===== config.mk =====
export PLATFORM = sky130hd
export DESIGN_NAME = postfix_expression_evaluator_core_flat
export DESIGN_NICKNAME = d
export VERILOG_FILES = /design/src/hw/rtl/pfx_pkg.sv /design/src/hw/rtl/pfx_in_if.sv /design/src/hw/rtl/pfx_out_if.sv /design/src/hw/rtl/pfx_alu.sv /design/src/hw/rtl/postfix_expression_evaluator_core.sv /design/src/flat_wrapper.sv
export SDC_FILE = /design/constraint.sdc
export NUM_CORES = 1
export LEC_CHECK = 0
export ABC_AREA = 1
export CAP_MARGIN = 20
export CELL_PAD_IN_SITES_DETAIL_PLACEMENT = 2
export CELL_PAD_IN_SITES_GLOBAL_PLACEMENT = 2
export CORE_MARGIN = 4
export CORE_UTILIZATION = 30
export CTS_BUF_LIST = sky130_fd_sc_hd__clkbuf_4 sky130_fd_sc_hd__clkbuf_8 sky130_fd_sc_hd__clkbuf_16
export CTS_CLUSTER_SIZE = 20
export DETAILED_ROUTE_END_ITERATION = 7
export DONT_BUFFER_PORTS = 1
export PLACE_DENSITY_LB_ADDON = 0.1
export SYNTH_ARGS = -nofsm -noshare
export SYNTH_HDL_FRONTEND = slang
export SYNTH_SLANG_ARGS = --single-unit

===== constraint.sdc =====
create_clock -name clk -period 7.4 [get_ports clk]
set_input_delay 1.11 -clock clk [delete_from_list [all_inputs] [get_ports clk]]
set_output_delay 1.11 -clock clk [all_outputs]
set_load 0.005 [all_outputs]

===== src/hw/rtl/pfx_pkg.sv =====
`timescale 1ns / 1ps
`default_nettype none

package pfx_pkg;

  // Operand stack geometry.
  localparam int STACK_DEPTH = 64;
  localparam int CNT_W       = $clog2(STACK_DEPTH + 1);
  localparam int ADDR_W      = (STACK_DEPTH > 1) ? $clog2(STACK_DEPTH) : 1;

  // Character codes of the operators and of the operand base.
  localparam logic [7:0] SYM_PLUS  = 8'h2B;
  localparam logic [7:0] SYM_MINUS = 8'h2D;
  localparam logic [7:0] SYM_STAR  = 8'h2A;
  localparam logic [7:0] SYM_SLASH = 8'h2F;
  localparam logic [7:0] SYM_ZERO  = 8'h30;

  // Value given by a pop of an empty stack.
  localparam logic [7:0] EMPTY_VALUE = 8'hFF;

  // Operation codes of the shared arithmetic unit.
  localparam logic [1:0] OP_ADD = 2'd0;
  localparam logic [1:0] OP_SUB = 2'd1;
  localparam logic [1:0] OP_MUL = 2'd2;
  localparam logic [1:0] OP_DIV = 2'd3;

  // Index of each error mark.
  localparam int MARK_UNDER = 0;
  localparam int MARK_OVER  = 1;
  localparam int MARK_DIV0  = 2;

  typedef struct packed {
    logic       start;
    logic [1:0] op;
  } alu_req_t;

  typedef struct packed {
    logic done;
    logic div0;
  } alu_rsp_t;

  // Returns 1 for the four operator characters.
  function automatic logic is_operator(input logic [7:0] sym);
    return (sym == SYM_PLUS) || (sym == SYM_MINUS) ||
           (sym == SYM_STAR) || (sym == SYM_SLASH);
  endfunction

  // Maps an operator character to its operation code.
  function automatic logic [1:0] op_code(input logic [7:0] sym);
    logic [1:0] code;
    case (sym)
      SYM_PLUS:  code = OP_ADD;
      SYM_MINUS: code = OP_SUB;
      SYM_STAR:  code = OP_MUL;
      default:   code = OP_DIV;
    endcase
    return code;
  endfunction

endpackage

`default_nettype wire


===== src/hw/rtl/pfx_in_if.sv =====
`timescale 1ns / 1ps
`default_nettype none

interface pfx_in_if;
  logic       valid;
  logic       ready;
  logic [7:0] symbol;
  logic       last;

  modport source (output valid, output symbol, output last, input ready);
  modport sink   (input valid, input symbol, input last, output ready);
endinterface

`default_nettype wire


===== src/hw/rtl/pfx_out_if.sv =====
`timescale 1ns / 1ps
`default_nettype none

interface pfx_out_if;
  logic              valid;
  logic              ready;
  logic signed [7:0] value;
  logic              underflow;
  logic              overflow;
  logic              divide_by_zero;

  modport source (output valid, output value, output underflow, output overflow,
                  output divide_by_zero, input ready);
  modport sink   (input valid, input value, input underflow, input overflow,
                  input divide_by_zero, output ready);
endinterface

`default_nettype wire


===== src/hw/rtl/pfx_alu.sv =====
`timescale 1ns / 1ps
`default_nettype none

module pfx_alu
  import pfx_pkg::*;
(
  input  wire logic       clk,
  input  wire logic       rst,
  input  wire alu_req_t   req,
  input  wire logic [7:0] lhs,
  input  wire logic [7:0] rhs,
  output alu_rsp_t        rsp,
  output logic      [7:0] result
);

  logic       busy;
  logic       done;
  logic       div0;
  logic [2:0] cnt;
  logic [8:0] rem;
  logic [7:0] quo;
  logic [7:0] dvs;
  logic       neg;

  logic [15:0] product;
  logic [7:0]  lhs_mag;
  logic [7:0]  rhs_mag;
  logic [8:0]  rem_sh;
  logic        fits;
  logic [8:0]  rem_new;
  logic [7:0]  quo_new;

  assign product = 16'($signed(lhs) * $signed(rhs));
  assign lhs_mag = lhs[7] ? 8'(-lhs) : lhs;
  assign rhs_mag = rhs[7] ? 8'(-rhs) : rhs;

  // One restoring division step per cycle on the magnitudes.
  assign rem_sh  = {rem[7:0], quo[7]};
  assign fits    = rem_sh >= {1'b0, dvs};
  assign rem_new = fits ? 9'(rem_sh - {1'b0, dvs}) : rem_sh;
  assign quo_new = {quo[6:0], fits};

  always_ff @(posedge clk) begin
    if (rst) begin
      busy <= 1'b0;
      done <= 1'b0;
      div0 <= 1'b0;
      cnt  <= '0;
    end else begin
      done <= 1'b0;
      if (req.start) begin
        div0 <= 1'b0;
        case (req.op)
          OP_ADD: begin
            result <= 8'(lhs + rhs);
            done   <= 1'b1;
          end
          OP_SUB: begin
            result <= 8'(lhs - rhs);
            done   <= 1'b1;
          end
          OP_MUL: begin
            result <= product[7:0];
            done   <= 1'b1;
          end
          default: begin
            if (rhs == 8'd0) begin
              result <= 8'd0;
              div0   <= 1'b1;
              done   <= 1'b1;
            end else begin
              busy <= 1'b1;
              rem  <= '0;
              quo  <= lhs_mag;
              dvs  <= rhs_mag;
              neg  <= lhs[7] ^ rhs[7];
              cnt  <= 3'd7;
            end
          end
        endcase
      end else if (busy) begin
        rem <= rem_new;
        quo <= quo_new;
        cnt <= cnt - 3'd1;
        if (cnt == 3'd0) begin
          busy   <= 1'b0;
          done   <= 1'b1;
          result <= neg ? 8'(-quo_new) : quo_new;
        end
      end
    end
  end

  assign rsp.done = done;
  assign rsp.div0 = div0;

endmodule

`default_nettype wire


===== src/hw/rtl/postfix_expression_evaluator_core.sv =====
`timescale 1ns / 1ps
`default_nettype none

// Postfix expression evaluator.
// The request channel carries one character per transaction (symbol, last).
// The characters + - * / are operators; any other character pushes its code
// minus '0' as a signed 8-bit operand. An operator pops the right and then the
// left operand, computes in the shared arithmetic unit and pushes the 8-bit
// wrapped result. After the character marked last, the top is popped and sent
// on the result channel with the underflow, overflow and divide-by-zero marks
// gathered over the expression; stack and marks then start over.
// An operator's time is set by the registered stack reads and, for a nonzero
// divide, by the divider, which retires one quotient bit per cycle. A last
// character adds the final pop and the hand-off. The block accepts one
// transaction at a time and drops ready meanwhile. If the receiver stalls,
// a finished result waits in the output register and the next expression is
// still taken; only its own result waits for the slot.
// Reset (synchronous, active high) empties the stack and clears the marks and
// the output valid flag. Stack contents are not cleared and need no pass.

module postfix_expression_evaluator_core
  import pfx_pkg::*;
(
  input wire logic  clk,
  input wire logic  rst,
  pfx_in_if.sink    request,
  pfx_out_if.source result
);

  localparam logic [3:0] S_IDLE  = 4'd0;
  localparam logic [3:0] S_POP_R = 4'd1;
  localparam logic [3:0] S_GET_R = 4'd2;
  localparam logic [3:0] S_POP_L = 4'd3;
  localparam logic [3:0] S_GET_L = 4'd4;
  localparam logic [3:0] S_EXEC  = 4'd5;
  localparam logic [3:0] S_WAIT  = 4'd6;
  localparam logic [3:0] S_FIN   = 4'd7;
  localparam logic [3:0] S_GET_T = 4'd8;
  localparam logic [3:0] S_EMIT  = 4'd9;

  logic [3:0]       state;
  logic [CNT_W-1:0] count;
  logic [2:0]       marks;
  logic [7:0]       opnd_r;
  logic [7:0]       opnd_l;
  logic [1:0]       op;
  logic             last_r;
  logic             out_valid;
  logic [7:0]       out_value;
  logic [2:0]       out_marks;

  // Operand stack, one write and one registered read per cycle.
  logic [7:0] stack_mem [STACK_DEPTH];
  logic [7:0] rd_data;

  logic              accept;
  logic              empty;
  logic              full;
  logic [CNT_W-1:0]  count_m1;
  logic [ADDR_W-1:0] top_addr;
  logic              push_req;
  logic [7:0]        push_data;
  logic              wr_en;
  logic              slot_free;

  alu_req_t   alu_req;
  alu_rsp_t   alu_rsp;
  logic [7:0] alu_result;

  assign accept    = request.valid && request.ready;
  assign empty     = count == '0;
  assign full      = count == CNT_W'(STACK_DEPTH);
  assign count_m1  = count - 1'b1;
  assign top_addr  = count_m1[ADDR_W-1:0];
  assign slot_free = !out_valid || result.ready;

  // A push comes either from an operand character or from a finished operation.
  always_comb begin
    push_req  = 1'b0;
    push_data = alu_result;
    if (state == S_IDLE && accept && !is_operator(request.symbol)) begin
      push_req  = 1'b1;
      push_data = 8'(request.symbol - SYM_ZERO);
    end else if (state == S_WAIT && alu_rsp.done) begin
      push_req = 1'b1;
    end
  end

  assign wr_en = push_req && !full;

  always_ff @(posedge clk) begin
    if (wr_en) begin
      stack_mem[count[ADDR_W-1:0]] <= push_data;
    end
    rd_data <= stack_mem[top_addr];
  end

  assign alu_req.start = state == S_EXEC;
  assign alu_req.op    = op;

  pfx_alu u_alu (
    .clk    (clk),
    .rst    (rst),
    .req    (alu_req),
    .lhs    (opnd_l),
    .rhs    (opnd_r),
    .rsp    (alu_rsp),
    .result (alu_result)
  );

  always_ff @(posedge clk) begin
    if (rst) begin
      state     <= S_IDLE;
      count     <= '0;
      marks     <= '0;
      out_valid <= 1'b0;
    end else begin
      if (out_valid && result.ready) begin
        out_valid <= 1'b0;
      end

      // Every push, wherever it comes from, either grows the stack or is dropped.
      if (push_req) begin
        if (full) begin
          marks[MARK_OVER] <= 1'b1;
        end else begin
          count <= count + 1'b1;
        end
      end

      case (state)
        S_IDLE: begin
          if (accept) begin
            last_r <= request.last;
            op     <= op_code(request.symbol);
            state  <= is_operator(request.symbol) ? S_POP_R : S_FIN;
          end
        end
        S_POP_R: begin
          if (empty) begin
            opnd_r            <= EMPTY_VALUE;
            marks[MARK_UNDER] <= 1'b1;
            state             <= S_POP_L;
          end else begin
            count <= count_m1;
            state <= S_GET_R;
          end
        end
        S_GET_R: begin
          opnd_r <= rd_data;
          state  <= S_POP_L;
        end
        S_POP_L: begin
          if (empty) begin
            opnd_l            <= EMPTY_VALUE;
            marks[MARK_UNDER] <= 1'b1;
            state             <= S_EXEC;
          end else begin
            count <= count_m1;
            state <= S_GET_L;
          end
        end
        S_GET_L: begin
          opnd_l <= rd_data;
          state  <= S_EXEC;
        end
        S_EXEC: begin
          state <= S_WAIT;
        end
        S_WAIT: begin
          if (alu_rsp.done) begin
            if (alu_rsp.div0) begin
              marks[MARK_DIV0] <= 1'b1;
            end
            state <= S_FIN;
          end
        end
        S_FIN: begin
          if (!last_r) begin
            state <= S_IDLE;
          end else if (empty) begin
            opnd_r            <= EMPTY_VALUE;
            marks[MARK_UNDER] <= 1'b1;
            state             <= S_EMIT;
          end else begin
            count <= count_m1;
            state <= S_GET_T;
          end
        end
        S_GET_T: begin
          opnd_r <= rd_data;
          state  <= S_EMIT;
        end
        S_EMIT: begin
          // Hand the result over once the output register is free, then
          // start the next expression from an empty stack.
          if (slot_free) begin
            out_valid <= 1'b1;
            out_value <= opnd_r;
            out_marks <= marks;
            count     <= '0;
            marks     <= '0;
            state     <= S_IDLE;
          end
        end
        default: begin
          state <= S_IDLE;
        end
      endcase
    end
  end

  assign request.ready         = state == S_IDLE;
  assign result.valid          = out_valid;
  assign result.value          = out_value;
  assign result.underflow      = out_marks[MARK_UNDER];
  assign result.overflow       = out_marks[MARK_OVER];
  assign result.divide_by_zero = out_marks[MARK_DIV0];

  // The stack count never passes the stack depth.
  a_count_bound : assert property (@(posedge clk) disable iff (rst)
    count <= CNT_W'(STACK_DEPTH))
    else $error("stack count beyond depth");

  // In the cycle after a transaction is accepted the sequencer is busy.
  a_one_at_a_time : assert property (@(posedge clk) disable iff (rst)
    accept |=> !request.ready)
    else $error("request taken while busy");

  // A new result only appears from the hand-off state.
  a_result_source : assert property (@(posedge clk) disable iff (rst)
    (out_valid && !$past(out_valid)) |-> $past(state == S_EMIT))
    else $error("result raised outside hand-off");

  // The arithmetic unit only finishes while the sequencer waits for it.
  a_alu_done : assert property (@(posedge clk) disable iff (rst)
    alu_rsp.done |-> state == S_WAIT)
    else $error("arithmetic result with no waiting operation");

endmodule

`default_nettype wire

===== src/flat_wrapper.sv =====
// flat-port wrapper written by rule: the top's interface ports become plain ports
module postfix_expression_evaluator_core_flat import pfx_pkg::*;
  (clk, rst, request_valid, request_symbol, request_last, request_ready, result_valid, result_value, result_underflow, result_overflow, result_divide_by_zero, result_ready);
  pfx_in_if request_i ();
  pfx_out_if result_i ();
  input wire logic clk;
  input wire logic rst;
  input wire logic [$bits(request_i.valid)-1:0] request_valid;
  input wire logic [$bits(request_i.symbol)-1:0] request_symbol;
  input wire logic [$bits(request_i.last)-1:0] request_last;
  output wire logic [$bits(request_i.ready)-1:0] request_ready;
  output wire logic [$bits(result_i.valid)-1:0] result_valid;
  output wire logic [$bits(result_i.value)-1:0] result_value;
  output wire logic [$bits(result_i.underflow)-1:0] result_underflow;
  output wire logic [$bits(result_i.overflow)-1:0] result_overflow;
  output wire logic [$bits(result_i.divide_by_zero)-1:0] result_divide_by_zero;
  input wire logic [$bits(result_i.ready)-1:0] result_ready;
  assign request_i.valid = request_valid;
  assign request_i.symbol = request_symbol;
  assign request_i.last = request_last;
  assign request_ready = request_i.ready;
  assign result_valid = result_i.valid;
  assign result_value = result_i.value;
  assign result_underflow = result_i.underflow;
  assign result_overflow = result_i.overflow;
  assign result_divide_by_zero = result_i.divide_by_zero;
  assign result_i.ready = result_ready;
  postfix_expression_evaluator_core u_core (.clk(clk), .rst(rst), .request(request_i), .result(result_i));
endmodule

==> impl_metrics.py <==
metrics = {
    "run_status": {
        "status": "finished, final reports clean",
    },
    "critical_path": {
        "worstPathArrival_ns": 5.60,
        "endpoint_kind": "register",
        "required_ns": 7.96,
        "crit_chain": "inv_8, ha_4, clkinv_2, buf_12, nor2_1, o21ai_0, o211ai_1, nand3_1, nand3_1, nand3_1, nand2_1",
        "reg2reg_to": "u_core.rd_data[3]",
        "r2r_cells": 11,
        "crit_path_max_fanout": 111,
        "r2r_setup_slack_ns": 2.36,
        "rr_startpoint": "u_core.count[0]",
        "worst_path_max_delay_cell": "dfxtp_4",
        "timing.critical_path.mode_cell": "nand3_1",
        "worstSetupStartpointType": "register",
        "cpPeakStageDelay_ns": 0.89,
        "setup.worst_path.class": "register to register",
    },
    "grt": {
        "antenna_found_initial": 2,
        "grt_pass1_wl_mm": 134,
        "grt_overflow": 0,
        "grt_max_degree": 112,
        "track_usage_pct": 19.0,
        "grt_pass1_vias": 19900,
    },
    "finish": {
        "fill_cells": 9349,
        "nNetsFinal": 2371,
        "layout-drive-gt1-share_pct": 8.45,
        "postLayoutCellArea_mm2": 0.0303,
        "diodes": 0,
        "final_cell_mix": "575 x edfxtp_1, 369 x nor2_1, 307 x o21ai_0",
        "final_common_cell": "edfxtp_1",
        "syn2layout_area_growth_pct": 13.2,
    },
    "route": {
        "ant_nets": 0,
        "drc": 0,
        "drt_iter0_markers": 1357,
        "post_drt_wl_per_cell_um": 25.7,
        "vias_per_cell": 5.21,
        "drt-total-wl_mm": 90.5,
        "vias": 18300,
        "dr.pass1.iters": 7,
    },
    "logic_synthesis": {
        "syn_nets": 2403,
        "synthXorXnorAreaFrac_pct": 1.20,
        "synth_cells": 2331,
        "synth_mux_area_share_pct": 0,
        "yosys.area_share.simple_pct": 12.3,
        "yosysSeqAreaShare_pct": 66.7,
        "synth_seq_cells": 604,
        "yosys_warnings": 0,
        "synthAdderAreaFrac_pct": 3.15,
        "synth_top_family_by_area": "simple AND/OR/NAND/NOR gates",
        "avgSynthCellArea_um2": 11.5,
        "yosysUniqueCellTypes": 44,
        "synth_compound_area_share_pct": 12.2,
        "synth_area_mm2": 0.0267,
    },
    "cts": {
        "clk_pin_slew_ns": 0.06,
        "holdBufCountCts": 0,
        "cts_buffer_depth": 3,
        "ctsHtreeMaxLevel": 3,
        "cts_root_buf": "clkbuf_16",
        "cts.repair.resized": 0,
        "cts.sinks": 604,
        "post_cts_buffers": 0,
        "cts_tree": "built",
        "cts_buffers": 72,
        "insertion_delay_ns": 0.62,
    },
    "pwr": {
        "p_comb_share_pct": 36.2,
        "ir_worst_vdd_mv": 0.243,
        "switching_share_pct": 39.6,
        "p_sw_w": 0.00483,
        "p_leak_nw": 10.4,
        "clock_power_share_pct": 28.1,
        "power_frac_seq_pct": 35.6,
        "power_density_mw_per_mm2": 403,
        "intPower_w": 0.00737,
    },
    "sta": {
        "slew_headroom_pct": 26.3,
        "setup_viol": 0,
        "period_share_pct": 68.1,
        "post-route-min-period_ns": 5.04,
        "finalHoldViolations": 0,
        "fmax_mhz": 198,
        "skew_ns": 0.0229,
        "tightestPinTransition_ns": 1.10,
        "fin_setup_tns_ns": 0,
        "finalMaxSlewViolations": 0,
        "rsz0062_at_grt": "false",
    },
    "placed_design": {
        "post_dp_cell_area_mm2": 0.0280,
        "hpwl_mm": 55.7,
        "io_buffer_count": 0,
        "gp_congestion": 0.751,
    },
    "worst_hold_path": {
        "min_path_type": "register to register",
        "worstHoldEndpoint": "u_core.out_marks[2]",
        "worstHoldPathCells": 0,
        "min_from": "u_core.marks[2]",
    },
    "die": {
        "rows": 109,
        "core_mm2": 0.0884,
        "io_pins": 26,
        "start_util_pct": 30.3,
        "dieArea_mm2": 0.0940,
        "die_x_um": 307,
        "die_h_um": 307,
    },
    "flow_run": {
        "drv_cap": 0,
    },
}
==> final cells by class <==
cell class / instances / area, µm² / share of cell area [%]
clock inverters: 22 / 136 / 0.451
multi-input cells: 1430 / 7840 / 25.9
flip-flops and latches: 604 / 17900 / 59.0
inverters: 163 / 621 / 2.05
repair buffers: 28 / 235 / 0.777
well taps: 1165 / 1460 / 4.82
clock buffers: 107 / 2140 / 7.06
==> per-stage QoR <==
stage | hold slack (ns) | power (W) | util (%) | setup WS [ns] | std cells
global placement | 0.420 | 0.00876 | 31.7 | 2.44 | 3388
floorplan | 0.408 | 0.00698 | - | 2.09 | 2331
detailed placement | 0.431 | 0.00888 | 31.7 | 2.36 | 3389
global route | 0.454 | 0.0129 | 34.3 | 2.02 | 3519
CTS | 0.445 | 0.0124 | 34.2 | 2.30 | 3518
finish | 0.443 | 0.0122 | 34.3 | 2.36 | 3519
==> kinds of logic after synthesis <==
group | count (synthesis)
XOR/XNOR | 35
flip-flops | 604
adder cells (fa/ha/maj) | 59
buffers and inverters | 297
AND/OR/NAND/NOR | 790
AO/OA/AOI/OAI | 546
==> flip-flops by register name (all words and copies together), names as in the netlist, 2 cells and up <==
| name | cells |
|---|---|
| u_core.result.value | 8 |
| u_core.u_alu.result | 8 |
| u_core.u_alu.cnt | 3 |
| u_core.u_alu.dvs | 8 |
| u_core.u_alu.rem | 8 |
| u_core.op | 2 |
| u_core.rd_data | 8 |
| u_core.out_marks | 3 |
| u_core.marks | 3 |
| u_core.opnd_r | 8 |
| u_core.opnd_l | 8 |
| u_core.u_alu.quo | 8 |
| u_core.state | 4 |
| u_core.stack_mem | 512 |
| u_core.count | 7 |
==> cell usage after synthesis, drive strengths merged <==
cell type,number,area [µm²]
edfxtp,575,17300
nor2,378,1460
o21ai,316,1580
nand2,250,971
inv,161,604
nand3,127,658
clkbuf,97,364
o221ai,97,850
a21oi,54,270
ha,45,563
buf,37,193
o211ai,36,270
o22ai,30,188
dfxtp,29,581
xor2,22,200
nand4,15,93.8
fa,14,280
xnor2,13,121
nor3,12,60.1
o31ai,4,30.0
a32oi,3,26.3
a31oi,2,12.5
clkinv,2,7.51
nand3b,2,15.0
nor3b,2,20.0
nor4,2,12.5
or2,2,12.5
a21boi,1,7.51
o2111ai,1,8.76
o21a,1,7.51
o21bai,1,7.51
==> critical path, delay by kind of cell, from the launching register on <==
kind,cells,cell delay [ns]
AOI/OAI and AO/OA,2,0.24
adders and majority gates,1,0.86
buffers and inverters,3,1.81
and+or+nand+nor,5,0.98
DFF,1,0.89
==> metal layers <==
metal  global-route usage [%]  up-vias  share of wire [%]
li1                         -     8351                  -
met1                     26.1     9592                 47
met2                     31.2      287                 47
met3                     3.57      111                3.9
met4                     5.08        0                2.6
met5                        0        -                  0
==> power groups by stage <==
stage	sequential, W	clock [W]	combinational (W)
finish	0.00434	0.00343	0.00442
CTS	0.00435	0.00354	0.00448
global route	0.00436	0.00367	0.00489
floorplan	0.00431	0	0.00268
global placement	0.00442	0	0.00434
detailed placement	0.00442	0	0.00446
==> worst max path at each step <==
stage / from / endpoint / slack (ns)
after CTS: u_core.count[0] / u_core.rd_data[3] / 2.30
after global routing: u_core.count[0] / u_core.rd_data[3] / 2.02
after detailed placement: u_core.count[0] / u_core.rd_data[3] / 2.36
after floorplan: request_symbol[4] / u_core.stack_mem[0][0] / 2.09
final: u_core.count[0] / u_core.rd_data[3] / 2.36
after global placement: u_core.count[0] / u_core.rd_data[3] / 2.44
No activity file was read; power rests on OpenSTA's default activity.
